### src/rtl/lnr_pkg.sv
package lnr_pkg;

   typedef enum logic [1:0] {
      ACT_NUMBER = 2'd0,
      ACT_GLYPH  = 2'd1,
      ACT_SPACE  = 2'd2,
      ACT_GOTO   = 2'd3
   } action_type;

   localparam int FONT_SLOTS = 32;
   localparam int FONT_COLS  = 3;
   localparam int FONT_ROWS  = 5;

   localparam logic [7:0] BLANK_BYTE    = 8'h00;
   localparam logic [7:0] SET_X_COMMAND = 8'h80;
   localparam logic [7:0] SET_Y_COMMAND = 8'h40;
   localparam logic [4:0] FULL_COLUMN   = 5'b11111;

   // Five rows of three pixels, row 0 in the top bits; bit 2 of a row is the left pixel.
   function automatic logic [14:0] font_rows(input logic [4:0] glyph);
      logic [14:0] rows;
      case (glyph)
         5'd0:    rows = {3'd6, 3'd5, 3'd5, 3'd5, 3'd7};
         5'd1:    rows = {3'd6, 3'd2, 3'd2, 3'd2, 3'd2};
         5'd2:    rows = {3'd6, 3'd1, 3'd7, 3'd4, 3'd7};
         5'd3:    rows = {3'd6, 3'd1, 3'd7, 3'd1, 3'd7};
         5'd4:    rows = {3'd4, 3'd5, 3'd7, 3'd1, 3'd1};
         5'd5:    rows = {3'd7, 3'd4, 3'd7, 3'd1, 3'd6};
         5'd6:    rows = {3'd7, 3'd4, 3'd7, 3'd5, 3'd3};
         5'd7:    rows = {3'd7, 3'd1, 3'd2, 3'd4, 3'd4};
         5'd8:    rows = {3'd6, 3'd5, 3'd7, 3'd5, 3'd7};
         5'd9:    rows = {3'd6, 3'd5, 3'd7, 3'd1, 3'd7};
         5'd10:   rows = {3'd3, 3'd4, 3'd4, 3'd4, 3'd7};
         5'd11:   rows = {3'd6, 3'd5, 3'd7, 3'd4, 3'd4};
         5'd12:   rows = {3'd7, 3'd7, 3'd7, 3'd5, 3'd5};
         5'd13:   rows = {3'd3, 3'd4, 3'd7, 3'd1, 3'd7};
         5'd14:   rows = {3'd2, 3'd0, 3'd2, 3'd2, 3'd2};
         5'd15:   rows = {3'd3, 3'd4, 3'd7, 3'd4, 3'd4};
         5'd16:   rows = {3'd0, 3'd0, 3'd0, 3'd2, 3'd2};
         default: rows = 15'd0;
      endcase
      return rows;
   endfunction

   // One font column as a byte fragment: row 0 lands in bit 4, row 4 in bit 0.
   function automatic logic [4:0] font_column(input logic [4:0] glyph, input logic [1:0] col);
      logic [14:0] rows;
      logic [4:0]  pixels;
      rows = font_rows(glyph);
      for (int r = 0; r < FONT_ROWS; r++) begin
         pixels[FONT_ROWS - 1 - r] = rows[(FONT_ROWS - 1 - r) * FONT_COLS + int'(col)];
      end
      return pixels & FULL_COLUMN;
   endfunction

endpackage

### src/rtl/lnr_div10.sv
module lnr_div10 (
   input  logic [15:0] dividend,
   output logic [15:0] quotient,
   output logic [3:0]  remainder
);

   localparam logic [15:0] RECIPROCAL = 16'd52429;
   localparam int          SHIFT      = 19;

   logic [31:0] product;
   logic [12:0] quot_short;
   logic [15:0] back;
   logic [15:0] diff;

   always_comb begin
      product    = dividend * RECIPROCAL;
      quot_short = product[SHIFT +: 13];
      quotient   = {3'd0, quot_short};
      back       = (quotient << 3) + (quotient << 1);
      diff       = dividend - back;
      remainder  = diff[3:0];
   end

endmodule

### src/rtl/lnr_font_rom.sv
module lnr_font_rom #(
   parameter int GLYPH_COUNT = 17
) (
   input  logic [4:0] glyph,
   input  logic [1:0] col_sel,
   output logic [7:0] pixels
);

   localparam logic [5:0] GLYPH_LIMIT = 6'(GLYPH_COUNT);

   always_comb begin
      if (({1'b0, glyph} < GLYPH_LIMIT) && (col_sel < 2'(lnr_pkg::FONT_COLS))) begin
         pixels = {3'd0, lnr_pkg::font_column(glyph, col_sel)};
      end else begin
         pixels = lnr_pkg::BLANK_BYTE;
      end
   end

endmodule

### src/rtl/lcd_number_glyph_renderer.sv
// Channel   Direction  Handshake                Payload
// req       in         req_valid / req_ready    action, value, glyph, col_x, row_y
// rsp       out        rsp_valid / rsp_ready    out_byte, is_data, column, last
//
// A request is taken while idle, then one byte is produced per cycle unless the output
// is stalled: a number gives four bytes per decimal digit (4 to 20), a glyph 4, a space 1
// and a goto 2. The shared divide-by-ten unit is used once per digit, and every byte
// passes through the single output register.
// Reset clears the column counter and leaves no byte pending.
// While rsp_ready is low the output byte holds and the sequencer waits.
module lcd_number_glyph_renderer #(
   parameter int GLYPH_COUNT = 17
) (
   input  logic        clock,
   input  logic        reset,
   input  logic        req_valid,
   output logic        req_ready,
   input  logic [1:0]  req_action,
   input  logic [15:0] req_value,
   input  logic [4:0]  req_glyph,
   input  logic [6:0]  req_col_x,
   input  logic [2:0]  req_row_y,
   output logic        rsp_valid,
   input  logic        rsp_ready,
   output logic [7:0]  rsp_out_byte,
   output logic        rsp_is_data,
   output logic [7:0]  rsp_column,
   output logic        rsp_last
);

   typedef enum logic {
      IDLE,
      EMIT
   } state_type;

   state_type            state_ff, state_in;
   lnr_pkg::action_type  action_ff, action_in;
   logic [15:0]          value_ff, value_in;
   logic [4:0]           glyph_ff, glyph_in;
   logic [6:0]           x_ff, x_in;
   logic [2:0]           y_ff, y_in;
   logic [1:0]           idx_ff, idx_in;
   logic [7:0]           col_ff, col_in;
   logic                 rsp_valid_ff, rsp_valid_in;
   logic [7:0]           byte_ff, byte_in;
   logic                 is_data_ff, is_data_in;
   logic                 last_ff, last_in;
   logic [7:0]           column_ff, column_in;

   logic [15:0]          quotient;
   logic [3:0]           remainder;
   logic [7:0]           font_byte;
   logic [1:0]           col_sel;
   logic                 slot_free;
   logic                 load;

   lnr_div10 u_div10 (
      .dividend  (value_ff),
      .quotient  (quotient),
      .remainder (remainder)
   );

   assign col_sel = idx_ff - 2'd1;

   lnr_font_rom #(
      .GLYPH_COUNT (GLYPH_COUNT)
   ) u_font_rom (
      .glyph   (glyph_ff),
      .col_sel (col_sel),
      .pixels  (font_byte)
   );

   assign slot_free = !rsp_valid_ff || rsp_ready;
   assign load      = (state_ff == EMIT) && slot_free;

   always_comb begin
      state_in     = state_ff;
      action_in    = action_ff;
      value_in     = value_ff;
      glyph_in     = glyph_ff;
      x_in         = x_ff;
      y_in         = y_ff;
      idx_in       = idx_ff;
      col_in       = col_ff;
      rsp_valid_in = rsp_valid_ff && !rsp_ready;
      byte_in      = byte_ff;
      is_data_in   = is_data_ff;
      last_in      = last_ff;
      column_in    = column_ff;

      unique case (state_ff)
         IDLE: begin
            if (req_valid) begin
               action_in = lnr_pkg::action_type'(req_action);
               value_in  = req_value;
               glyph_in  = req_glyph;
               x_in      = req_col_x;
               y_in      = req_row_y;
               idx_in    = 2'd0;
               state_in  = EMIT;
            end
         end
         EMIT: begin
            if (slot_free) begin
               rsp_valid_in = 1'b1;
               idx_in       = idx_ff + 2'd1;
               last_in      = 1'b0;
               case (action_ff)
                  lnr_pkg::ACT_NUMBER, lnr_pkg::ACT_GLYPH: begin
                     is_data_in = 1'b1;
                     col_in     = col_ff + 8'd1;
                     if (idx_ff == 2'd0) begin
                        byte_in = lnr_pkg::BLANK_BYTE;
                        if (action_ff == lnr_pkg::ACT_NUMBER) begin
                           glyph_in = {1'b0, remainder};
                           value_in = quotient;
                        end
                     end else begin
                        byte_in = font_byte;
                     end
                     last_in = (idx_ff == 2'd3) &&
                               ((action_ff != lnr_pkg::ACT_NUMBER) || (value_ff == 16'd0));
                  end
                  lnr_pkg::ACT_SPACE: begin
                     is_data_in = 1'b1;
                     col_in     = col_ff + 8'd1;
                     byte_in    = lnr_pkg::BLANK_BYTE;
                     last_in    = 1'b1;
                  end
                  default: begin
                     is_data_in = 1'b0;
                     if (idx_ff == 2'd0) begin
                        byte_in = lnr_pkg::SET_X_COMMAND | {1'b0, x_ff};
                        col_in  = {1'b0, x_ff};
                     end else begin
                        byte_in = lnr_pkg::SET_Y_COMMAND | {5'd0, y_ff};
                        last_in = 1'b1;
                     end
                  end
               endcase
               column_in = col_in;
               if (last_in) begin
                  state_in = IDLE;
               end
            end
         end
         default: begin
            state_in = IDLE;
         end
      endcase
   end

   always_ff @(posedge clock) begin
      if (reset) begin
         state_ff     <= IDLE;
         rsp_valid_ff <= 1'b0;
         col_ff       <= 8'd0;
      end else begin
         state_ff     <= state_in;
         rsp_valid_ff <= rsp_valid_in;
         col_ff       <= col_in;
      end
      action_ff  <= action_in;
      value_ff   <= value_in;
      glyph_ff   <= glyph_in;
      x_ff       <= x_in;
      y_ff       <= y_in;
      idx_ff     <= idx_in;
      byte_ff    <= byte_in;
      is_data_ff <= is_data_in;
      last_ff    <= last_in;
      column_ff  <= column_in;
   end

   assign req_ready    = (state_ff == IDLE);
   assign rsp_valid    = rsp_valid_ff;
   assign rsp_out_byte = byte_ff;
   assign rsp_is_data  = is_data_ff;
   assign rsp_column   = column_ff;
   assign rsp_last     = last_ff;

   a_accept_starts: assert property (@(posedge clock) disable iff (reset)
      (req_valid && req_ready) |=> (state_ff == EMIT))
      else $error("accepted request did not start the sequencer");

   a_command_byte: assert property (@(posedge clock) disable iff (reset)
      (rsp_valid && !rsp_is_data) |->
      ((rsp_out_byte[7] == 1'b1) || (rsp_out_byte[7:3] == 5'b01000)))
      else $error("command byte is neither a column nor a row address");

   a_glyph_leads_blank: assert property (@(posedge clock) disable iff (reset)
      (load && (idx_ff == 2'd0) && (action_ff != lnr_pkg::ACT_GOTO)) |=>
      (rsp_out_byte == lnr_pkg::BLANK_BYTE))
      else $error("glyph did not start with a blank column");

   a_column_follows: assert property (@(posedge clock) disable iff (reset)
      load |=> (rsp_column == col_ff))
      else $error("reported column differs from the column counter");

endmodule

### config.mk
export PLATFORM = sky130hd
export DESIGN_NAME = lcd_number_glyph_renderer
export DESIGN_NICKNAME = d
export VERILOG_FILES = /design/src/rtl/lnr_pkg.sv /design/src/rtl/lnr_div10.sv /design/src/rtl/lnr_font_rom.sv /design/src/rtl/lcd_number_glyph_renderer.sv
export SDC_FILE = /design/constraint.sdc
export NUM_CORES = 1
export LEC_CHECK = 0
export BUFFER_PORTS_ARGS = -buffer_cell sky130_fd_sc_hd__clkbuf_2
export CAP_MARGIN = 30
export CELL_PAD_IN_SITES_DETAIL_PLACEMENT = 1
export CELL_PAD_IN_SITES_GLOBAL_PLACEMENT = 1
export CORE_ASPECT_RATIO = 1.25
export CORE_UTILIZATION = 45
export CTS_CLUSTER_SIZE = 16
export DETAILED_ROUTE_END_ITERATION = 10
export PLACE_DENSITY_LB_ADDON = 0.1
export SETUP_SLACK_MARGIN = 0.4
export SYNTH_ARGS = -nofsm -noshare
export SYNTH_HDL_FRONTEND = slang
export SYNTH_SLANG_ARGS = --single-unit
### constraint.sdc
create_clock -name clock -period 7.2 [get_ports clock]
set_clock_uncertainty 0.2 [all_clocks]
set_input_delay 1.8 -clock clock [delete_from_list [all_inputs] [get_ports clock]]
set_output_delay 1.8 -clock clock [all_outputs]
set_load 0.1 [all_outputs]
=== Yosys cells after proc, flatten, opt, wreduce, memory -nomap -nowiden ===
Memories as Yosys holds them, arrays and structs flattened. A register that Yosys moved wholly into a read port is not among the register bits.
Index checks and enable logic that the tools add are counted.

* Word-level logic and storage cells: 105
* Flip-flop bits (word level): 63
* Output and inout port bits: 20
* Memories kept: 1
* Input port bits: 37
* Memory bits (read-only): 480
* Latch bits: 0
* Memory bits (writable): 0

* Bitwise operators: 1
* Shifts and indexed selects: 0
* Order comparisons: 7
* Equal/unequal tests: 8
* Reduce and logical (&&, ||, !) cells: 17
* Divide/modulo/power cells: 0
* Multiply operators: 1
* $add $sub $neg: 9
* Muxes and demuxes: 48

{| class="wikitable"
|+ Memories
! name !! words !! width !! read ports !! clocked after Yosys merged registers in !! write ports !! RTL line !! source
|-
| (name not given) || 32 || 15 || 1 || 1 || 0 || lnr_pkg.sv:22 || <nowiki>case (glyph)</nowiki>
|}

{| class="wikitable"
|+ Operator list
! cell !! count
|-
| $lt A32 B6 Y1 const B || 4
|-
| $mux W16 || 5
|-
| $mux W5 || 7
|-
| $mul A16 B16 Y32 const B || 1
|-
| $mux W8 || 4
|-
| $pmux W16 S2 || 1
|-
| $mux W1 || 18
|-
| $bmux W1 S4 || 4
|-
| $logic_not A16 Y1 || 1
|-
| $pmux W8 S2 || 1
|-
| $mux W15 || 1
|-
| $add A4 B2 Y5 const A || 2
|-
| $pmux W5 S2 || 1
|-
| $add A8 B1 Y8 const B || 1
|-
| $ne A2 B1 Y1 const B || 4
|-
| $reduce_and A2 Y1 || 3
|-
| $lt A2 B5 Y1 const B || 1
|-
| $lt A5 B5 Y1 const B || 1
|-
| $reduce_and A5 Y1 || 1
|-
| $add A3 B2 Y4 const A || 1
|-
| $add A4 B4 Y4 || 1
|-
| $eq A2 B2 Y1 const B || 2
|-
| $logic_not A2 Y1 || 2
|-
| $mux W2 || 2
|-
| other kinds (17) || 22
|}

=== Depth between registers and ports, before layout ===
Gate-level depths: netlist of the first run.

* Word-level depth: 10
* Depth in mapped cells: 28
* Gate-level depth less buffers: 26

=== Cells and area by module ===
A second synthesis of the first run with hierarchy kept.

* Cell total of the unflattened synthesis: 851
* Area total of the unflattened synthesis: 8544.4 um2

{| class="wikitable"
|+ By module, submodules not included
! module !! seq. area each (um2) !! instances !! area each (um2) !! cells an instance
|-
| lnr_div10 || 0.0 || 1 || 4993.5 || 543
|-
| lcd_number_glyph_renderer || 1791.7 || 1 || 2765.2 || 205
|-
| lnr_font_rom || 0.0 || 1 || 785.8 || 103
|}

=== Worst setup path after synthesis of the first run ===
OpenSTA, ideal clock, no wires.

* Path kind: register to register
* Start point: register value_ff[3]
* End point: register with a tool-made name
* Slack: 0.442 ns
* Cell stages (with the launch flop): 28
* Setup time: 0.132 ns
* Arrival time: 6.426 ns
* Buffers on the path: 2
* Clock period less this slack: 6.758 ns
* Required time: 6.868 ns
* Cells stage by stage: edfxtp_1 -> inv_1 -> ha_1 -> inv_1 -> fa_1 -> inv_1 -> fa_1 -> fa_1 -> fa_1 -> inv_1 -> fa_1 -> inv_1 -> ha_1 -> nand2_1 -> o21ai_0 -> nand2b_1 -> o311a_4 -> nor2_1 -> xnor2_1 -> ha_1 -> and2_1 -> o31ai_1 -> a21oi_1 -> nand3b_2 -> buf_6 -> buf_8 -> a21oi_1 -> nor3_2

{| class="wikitable"
|+ RTL lines
! item !! RTL line !! source
|-
| start, declared || lcd_number_glyph_renderer.sv:38 || <nowiki>logic [15:0] value_ff, value_in;</nowiki>
|-
| start signal, assigned || lcd_number_glyph_renderer.sv:164 || <nowiki>value_ff <= value_in;</nowiki>
|}

==> results.cfg, run 1 <==
[sta]
rsz0062_at_grt = yes
relSlewSlack = 0.365
hold_viol_final = 0
finalCritPeriodShare = 0.955
layout_setup_ws_ns = 0.322
drv_slew = 0
worstMarginPinSlew_ns = 0.946
setup_viol = 0
fin_crit_ns = 6.88
fin_setup_tns_ns = 0
fmax_mhz = 145

[routing]
wl_mm = 23.5
ant_nets = 0
wl_per_cell_um = 20.7
met2_length_mm = 12.8
top_layer = met4
vias_per_cell = 5.37
met1_length_mm = 8.59
route.detailed.drc = 0
wl_met3_um = 639
vias = 6080
drt_iter0_drc = 159
dr.pass1.iters = 4

[clocking]
clockBufferDepth = 2
holdBufCountCts = 0
clock_latency_ns = 0.35
cts.sinks = 78
cts_tree = done
clk_pin_slew_ns = 0.07
cts_root_buf = clkbuf_16
h-tree-depth = 3
numCtsBuffers = 9

[hold_path]
min-delay-path-class = flip-flop to flip-flop
min_path_cells = 2

[synthesis]
ys_warn_count = 0
synthArstFlopShare = 0
synthCells = 779
ys.flop_type = edfxtp_1
syn_nets = 1048
synth_area_um2 = 8220
synth_edf_count = 53
synthDistinctLibCells = 59
ys_seq_area_frac = 0.255
avgSynthCellArea_um2 = 10.6
synth-seq-cells = 78

[worst_setup_path]
startpoint_type = flip-flop
cp-end-kind = flip-flop
critical_path.max_stage_delay_ns = 0.55
r2r_setup_slack_ns = 0.32
worstRegToRegCells = 25
worstSetupPathType = flip-flop to flip-flop
critPathRequiredTime_ns = 7.27
crit_fanout = 7
arrival_ns = 6.95
crit_top_cell = fa_1
crit_slowest_cell = fa_1

[finish]
syn2layout_area_growth_pct = 21.5
layout.nets = 1173
drive_above_1_share = 0.266
n_antenna_cell = 0

[global_route]
antenna_found_initial = 0
grt_max_degree = 27
grt_pass1_vias = 7188
grtUsageTotal = 0.266
gr-total-overflow = 0
grt_first_pass_wirelength_mm = 37.0

[placement]
port_buffers = 56
dp_slack_ns = -0.148
place_congestion = 0.923
dp_hpwl_mm = 18.4

[die]
core_um2 = 17600
die_width_um = 123
ios = 57
die_y_um = 153
die_area_um2 = 18800
fp-row-count = 54
initial_utilization = 0.466

[outcome]
status = complete, no violations

[job]
maxCapViolations = 0
[final timing paths]
| path | startpoint | end |
|---|---|---|
| max | value_ff[3] | flip-flop |
| min | col_ff[6] | col_ff[6] |
| max reg2reg | value_ff[3] | flip-flop |
| min reg2reg | col_ff[6] | col_ff[6] |
[cell usage in the layout, fill, tap and decap left out, types with 4 or more instances in the layout]
master,netlist,layout
mux2_2,18,18
a21oi_1,33,28
o21a_1,5,5
inv_2,0,14
ha_4,0,19
nand3_1,16,16
nand2_1,39,37
a21o_1,6,6
nand4_1,7,7
ha_1,152,127
buf_4,0,64
mux2i_1,10,10
xnor2_1,12,11
dfxtp_1,25,25
clkbuf_16,0,9
nor2b_1,6,6
ha_2,0,6
edfxtp_1,53,53
buf_6,1,6
nor2_1,34,32
a211oi_1,6,4
nor3_1,5,5
mux4_2,5,5
inv_1,174,160
clkbuf_2,0,56
xor2_1,8,8
fa_1,80,77
o21ai_0,15,13
a211oi_2,4,6
[area by class of cell]
cell class	count	area, um2
clock buffer	9	225
clock inverter	7	66.3
fill	1931	7650
inverter	176	661
multi-input combinational	511	5790
sequential	78	2090
tap	224	280
timing repair buffer	128	876
[logic make-up (layout without fill, tap and decap cells)]
kind of cell / Yosys count / count (layout) / synth area share
AO/OA/AOI/OAI: 99 / 99 / 0.0837
XOR/XNOR: 20 / 20 / 0.0213
adder cells (fa/ha/maj): 232 / 232 / 0.426
buffers and inverters: 191 / 320 / 0.0897
flip-flops: 78 / 78 / 0.255
multiplexers: 33 / 33 / 0.0505
AND/OR/NAND/NOR: 126 / 127 / 0.0740
[worst max-delay path: cells and delay by family (launching register included)]
kind | cells | cell delay, ns
simple gates | 6 | 1.35
fa+ha+maj | 8 | 3.18
buf+inv | 6 | 0.67
xor+xnor | 2 | 0.29
flops | 1 | 0.49
compound gates | 3 | 0.61
[synth_stat cells, drive strengths merged, types with 3 or more instances]
cell type | n | share of area
and2 | 3 | 0.0023
a22o | 3 | 0.0032
o31ai | 4 | 0.0043
mux2 | 18 | 0.025
nand4 | 7 | 0.0053
nand2 | 39 | 0.018
a21oi | 33 | 0.020
nand3 | 16 | 0.0097
inv | 174 | 0.079
ha | 152 | 0.23
nor3 | 8 | 0.0067
mux2i | 10 | 0.012
a211oi | 10 | 0.012
nor2b | 6 | 0.0046
xor2 | 8 | 0.0085
o21ai | 15 | 0.0091
clkbuf | 11 | 0.0050
o211ai | 3 | 0.0027
xnor2 | 12 | 0.013
a21o | 7 | 0.0065
o21bai | 3 | 0.0027
nand2b | 3 | 0.0023
o21a | 5 | 0.0046
buf | 4 | 0.0043
edfxtp | 53 | 0.19
fa | 80 | 0.19
dfxtp | 25 | 0.061
mux4 | 5 | 0.014
nor2 | 34 | 0.016
[metal layers]
layer | track usage | vias to the layer above
li1 | - | 2847
met1 | 0.275 | 3043
met2 | 0.491 | 118
met3 | 0.0358 | 72
met4 | 0.171 | 0
met5 | 0 | -
[metrics by stage]
stage / area [um2] / utilization / instances / hold WS, ns
finish: 9990 / 0.566 / 1133 / 0.299
CTS: 9800 / 0.556 / 1124 / 0.302
global placement: 8930 / 0.506 / 1072 / 0.261
floorplan: 8220 / - / 779 / 0.249
global route: 9990 / 0.566 / 1133 / 0.330
detailed placement: 8930 / 0.506 / 1072 / 0.293
[repair_timing]
action,in CTS,in global routing
buffers inserted,34,9
setup endpoints to repair,17,16
pin swaps,40,28
cloned,2,0
resized for setup,59,19
Power of run 1 is not shown: default switching activity piles up to over one toggle a cycle in this logic, so the estimate is an artifact.
==> run 2, diff against run 1 <==
--- a/config.mk
+++ b/config.mk
@@ -10,7 +10,8 @@
 export CELL_PAD_IN_SITES_DETAIL_PLACEMENT = 1
 export CELL_PAD_IN_SITES_GLOBAL_PLACEMENT = 1
 export CORE_ASPECT_RATIO = 1.25
-export CORE_UTILIZATION = 45
+export CORE_UTILIZATION = 46
+export CTS_BUF_LIST = sky130_fd_sc_hd__clkbuf_8
 export CTS_CLUSTER_SIZE = 16
 export DETAILED_ROUTE_END_ITERATION = 10
 export PLACE_DENSITY_LB_ADDON = 0.1
==> results.cfg, run 2 (synthesized netlist as in run 1, its figures left out) <==
[sta]
setup_viol = 0
hold_viol_final = 0
fin_setup_tns_ns = 0
rsz0062_at_grt = yes
fin_crit_ns = 6.76
layout_setup_ws_ns = 0.444
relSlewSlack = 0.373
worstMarginPinSlew_ns = 0.935
finalCritPeriodShare = 0.938
fmax_mhz = 148
drv_slew = 0

[die]
die_area_um2 = 18400
core_um2 = 17500
die_y_um = 151
ios = 57
die_width_um = 122
initial_utilization = 0.470
fp-row-count = 54

[routing]
route.detailed.drc = 0
ant_nets = 0
drt_iter0_drc = 150
vias_per_cell = 5.36
dr.pass1.iters = 4
vias = 6064
wl_mm = 23.5
wl_per_cell_um = 20.7

[finish]
regArea_um2 = 2090
utilization = 0.572
nFillCells = 1907
final_common_cell = inv_1
mostFrequentLayoutCells = 154 x inv_1, 125 x ha_1, 77 x fa_1, 61 x buf_4, 56 x clkbuf_2
n_antenna_cell = 0
multiInputGateArea_um2 = 5890
drive_above_1_share = 0.280
syn2layout_area_growth_pct = 21.8
layout.nets = 1171

[placement]
place_congestion = 0.911
port_buffers = 56
dp_hpwl_mm = 18.1
dp_slack_ns = -0.125

[worst_setup_path]
r2r-start = value_ff[7]
critPathRequiredTime_ns = 7.30
worstSetupPathType = flip-flop to flip-flop
cp-end-kind = flip-flop
startpoint_type = flip-flop
crit_fanout = 8
startpoint = value_ff[7]
worstRegToRegCells = 23
arrival_ns = 6.86
r2r_setup_slack_ns = 0.44

[clocking]
clock_latency_ns = 0.37
cts_root_buf = clkbuf_8
h-tree-depth = 3
numCtsBuffers = 9
cts.sinks = 78
clk_pin_slew_ns = 0.10
clockBufferDepth = 2
holdBufCountCts = 0
cts_tree = done

[global_route]
grtUsageTotal = 0.261
grt_first_pass_wirelength_mm = 35.4
gr-total-overflow = 0
grt_max_degree = 27
antenna_found_initial = 0
grt_pass1_vias = 6840

[job]
maxCapViolations = 0

[outcome]
status = complete, no violations

[hold_path]
min-delay-path-class = flip-flop to flip-flop
==> run 2: cell types whose count changed in the layout (fill, tap and decap cells not counted), sizes merged <==
cell / delta
buf: -1
nand3b: -1
bufinv: +1
clkinvlp: -1
==> run 2: layout make-up <==
type | instances | share of cell area
Timing Repair Buffer | 127 | 0.0878
Multi-Input combinational cell | 510 | 0.588
Clock inverter | 7 | 0.00912
Inverter | 176 | 0.0660
Clock buffer | 9 | 0.0124
Sequential cell | 78 | 0.209
Tap cell | 224 | 0.0280
==> run 2: worst min-delay path by stage <==
| stage | startpoint | endpoint | slack [ns] | cells after the start |
|---|---|---|---|---|
| final | col_ff[6] | col_ff[6] | 0.30 | 2 |
| after global routing | col_ff[6] | col_ff[6] | 0.34 | 2 |
| after CTS | col_ff[6] | col_ff[6] | 0.30 | 2 |
| after detailed placement | col_ff[6] | col_ff[6] | 0.29 | 2 |
| after global placement | col_ff[6] | col_ff[6] | 0.27 | 2 |
| after floorplan | col_ff[6] | col_ff[6] | 0.25 | 2 |
==> run 2: what timing repair did <==
item / CTS / global route
setup buffers: 21 / 19
cloned: 1 / 0
endpoints found under the setup margin: 16 / 15
pin swaps: 35 / 60
resized for setup: 56 / 45
==> run 2: metal layers <==
layer  vias up  share of wire  global-route usage
met2       115           0.54               0.496
met3        65          0.025              0.0352
met1      3048           0.37               0.277
met4         0          0.060               0.136
met5         -              0                   0
li1       2836              -                   -
==> run 2: stage by stage <==
step                hold slack, ns  instance area [um2]  cells
floorplan                    0.249                 8220    779
global placement             0.266                 8930   1074
detailed placement           0.286                 8930   1074
CTS                          0.302                 9630   1112
global route                 0.337                10000   1131
finish                       0.297                10000   1131
==> run 2: critical path: stages, from the launching register on <==
cell and delay, ns:
edfxtp_1 0.52, ha_4 0.33, inv_1 0.08, fa_1 0.50
inv_1 0.06, fa_1 0.53, fa_1 0.44, fa_1 0.51
fa_1 0.56, ha_4 0.22, a21oi_4 0.14, o21ai_4 0.10
o311a_4 0.40, nor2_4 0.14, xnor2_4 0.15, ha_4 0.17
xor2_2 0.14, inv_1 0.06, or4_4 0.52, nand4_1 0.16
nand3b_4 0.20, buf_8 0.20, or2_0 0.19, a21oi_1 0.17
Power of run 2 is left out for the same reason.
==> run 3, diff against run 2 <==
--- a/config.mk
+++ b/config.mk
@@ -5,12 +5,13 @@
 export SDC_FILE = /design/constraint.sdc
 export NUM_CORES = 1
 export LEC_CHECK = 0
+export ABC_AREA = 1
 export BUFFER_PORTS_ARGS = -buffer_cell sky130_fd_sc_hd__clkbuf_2
 export CAP_MARGIN = 30
 export CELL_PAD_IN_SITES_DETAIL_PLACEMENT = 1
 export CELL_PAD_IN_SITES_GLOBAL_PLACEMENT = 1
 export CORE_ASPECT_RATIO = 1.25
-export CORE_UTILIZATION = 46
+export CORE_UTILIZATION = 45
 export CTS_BUF_LIST = sky130_fd_sc_hd__clkbuf_8
 export CTS_CLUSTER_SIZE = 16
 export DETAILED_ROUTE_END_ITERATION = 10
==> results.cfg, run 3 <==
[synthesis]
synthArstFlopShare = 0
ys_seq_area_frac = 0.242
yosysMostFrequentCell = inv_1
synthCells = 970
synth_area_leaders = ha_1 22%, fa_1 19%, edfxtp_1 18%
synthDistinctLibCells = 51
synth_top_cell_area_share = 0.220
yosys-top-cells-count = 230 x inv_1, 152 x ha_1, 133 x nand2_1
ys_warn_count = 0
avgSynthCellArea_um2 = 8.92
synth_edf_count = 53
syn_nets = 1239
ys.flop_type = edfxtp_1
synth-seq-cells = 78
yosysTopAreaCell = ha_1
synth_area_um2 = 8650

[routing]
drt_iter0_drc = 266
wl_per_cell_um = 19.2
wl_met3_um = 628
vias = 6845
dr.pass1.iters = 4
vias_per_cell = 5.23
ant_nets = 0
met2_length_mm = 13.8
wl_mm = 25.1
route.detailed.drc = 0
top_layer = met4
met1_length_mm = 9.73

[die]
initial_utilization = 0.461
die_area_um2 = 19800
fp-row-count = 56
ios = 57
core_um2 = 18800
die_width_um = 126
die_y_um = 157

[placement]
port_buffers = 56
dp_hpwl_mm = 20.8
place_area_um2 = 9310
dp_slack_ns = -0.0255
place_inst = 1266
place_congestion = 0.920

[sta]
worstMarginPinSlew_ns = 1.06
finalCritPeriodShare = 0.923
layout_setup_ws_ns = 0.557
hold_viol_final = 0
rsz0062_at_grt = yes
setup_viol = 0
drv_slew = 0
fin_crit_ns = 6.64
fmax_mhz = 151
relSlewSlack = 0.292

[worst_setup_path]
worstRegToRegCells = 26
critical_path.top_delay_family = adder cells
crit_fanout = 5
critical_path_buf_inv_count = 6
arrival_ns = 6.72
startpoint_type = flip-flop
critPathRequiredTime_ns = 7.28
r2r_setup_slack_ns = 0.56
cp-end-kind = flip-flop
crit_slowest_cell = fa_1
startpoint = value_ff[4]
critical_path.max_stage_delay_ns = 0.57
r2r-start = value_ff[4]
worstSetupPathType = flip-flop to flip-flop

[clocking]
numCtsBuffers = 9
holdBufCountCts = 0
clock_latency_ns = 0.36
cts_root_buf = clkbuf_8
clockBufferDepth = 2
h-tree-depth = 3
clk_pin_slew_ns = 0.10
cts_tree = done
cts.sinks = 78

[finish]
post_layout_nonfiller_instances = 1308
layout.nets = 1340
mostFrequentLayoutCells = 227 x inv_1, 142 x ha_1, 130 x nand2_1, 80 x fa_1, 57 x nor2_1
n_antenna_cell = 0
final_common_cell = inv_1
drive_above_1_share = 0.165
fin_area_um2 = 10000
utilization = 0.532
syn2layout_area_growth_pct = 15.6

[outcome]
status = complete, no violations

[global_route]
gr-total-overflow = 0
grt_first_pass_wirelength_mm = 39.2
grtUsageTotal = 0.263
antenna_found_initial = 0
grt_max_degree = 29
grt_pass1_vias = 7349

[hold_path]
min-delay-path-class = flip-flop to flip-flop
min_delay_worst_endpoint = col_ff[6]
min_path_cells = 2
hp-start = col_ff[6]

[job]
maxCapViolations = 0
## run 3: kinds of logic (layout without fill, tap and decap cells)
kind of cell | count (synthesis) | in the layout | share of synthesized area
DFF | 78 | 78 | 0.242
and+or+nand+nor | 260 | 261 | 0.135
xor gates and xnor gates | 17 | 17 | 0.0172
AOI/OAI and AO/OA | 136 | 136 | 0.0917
adders and majority gates | 232 | 232 | 0.405
buffers and inverters | 247 | 352 | 0.110
## run 3: worst max path at each step
| stage | slack [ns] | to | cells after the start |
|---|---|---|---|
| 6_report | 0.56 | flip-flop | 26 |
| 4_1_cts | 0.41 | flip-flop | 27 |
| 5_1_grt | 0.31 | flip-flop | 25 |
| 3_3_place_gp | 0.09 | flip-flop | 30 |
| 3_5_place_dp | -0.03 | flip-flop | 30 |
| 2_1_floorplan | 0.78 | flip-flop | 27 |
## run 3: area by class of cell
class	instances	area, um2
fill	2210	8780
multi-input combinational	646	5880
sequential	78	2090
inverter	235	887
timing repair buffer	101	618
tap	232	290
clock buffer	10	138
clock inverter	6	92.6
## run 3: routing by layer
| metal | global-route usage | vias up |
|---|---|---|
| met5 | 0 | - |
| met4 | 0.102 | 0 |
| met3 | 0.0279 | 53 |
| met2 | 0.513 | 118 |
| met1 | 0.292 | 3355 |
| li1 | - | 3319 |
## run 3: timing repair
action	CTS	global route
hold endpoints to repair	0	0
setup endpoints to repair	15	15
cloned	0	1
resized for setup	12	36
pin swaps	1	26
setup buffers	7	18
## run 3: metrics by stage
| stage | TNS (ns) | hold slack [ns] |
|---|---|---|
| floorplan | 0 | 0.280 |
| global placement | 0 | 0.298 |
| detailed placement | -0.0441 | 0.304 |
| CTS | 0 | 0.317 |
| global route | 0 | 0.345 |
| finish | 0 | 0.315 |
## run 3: worst reg2reg max path, stage by stage, from the launching register on
cell and delay, ns:
edfxtp_1 0.47, inv_1 0.11, ha_2 0.32, fa_1 0.55, inv_1 0.07, fa_1 0.57, fa_1 0.46, fa_1 0.56
inv_1 0.06, fa_1 0.50, ha_4 0.30, nand2_1 0.09, nor2_4 0.10, or3b_4 0.39, o21ai_4 0.21, xor2_4 0.23
ha_4 0.25, nand2_1 0.07, inv_1 0.05, nor2_2 0.12, inv_1 0.06, nand2_1 0.10, nand3_4 0.10, nand3_4 0.20
buf_4 0.14, nand3_2 0.10, a21oi_1 0.18
Power of run 3 is left out for the same reason.
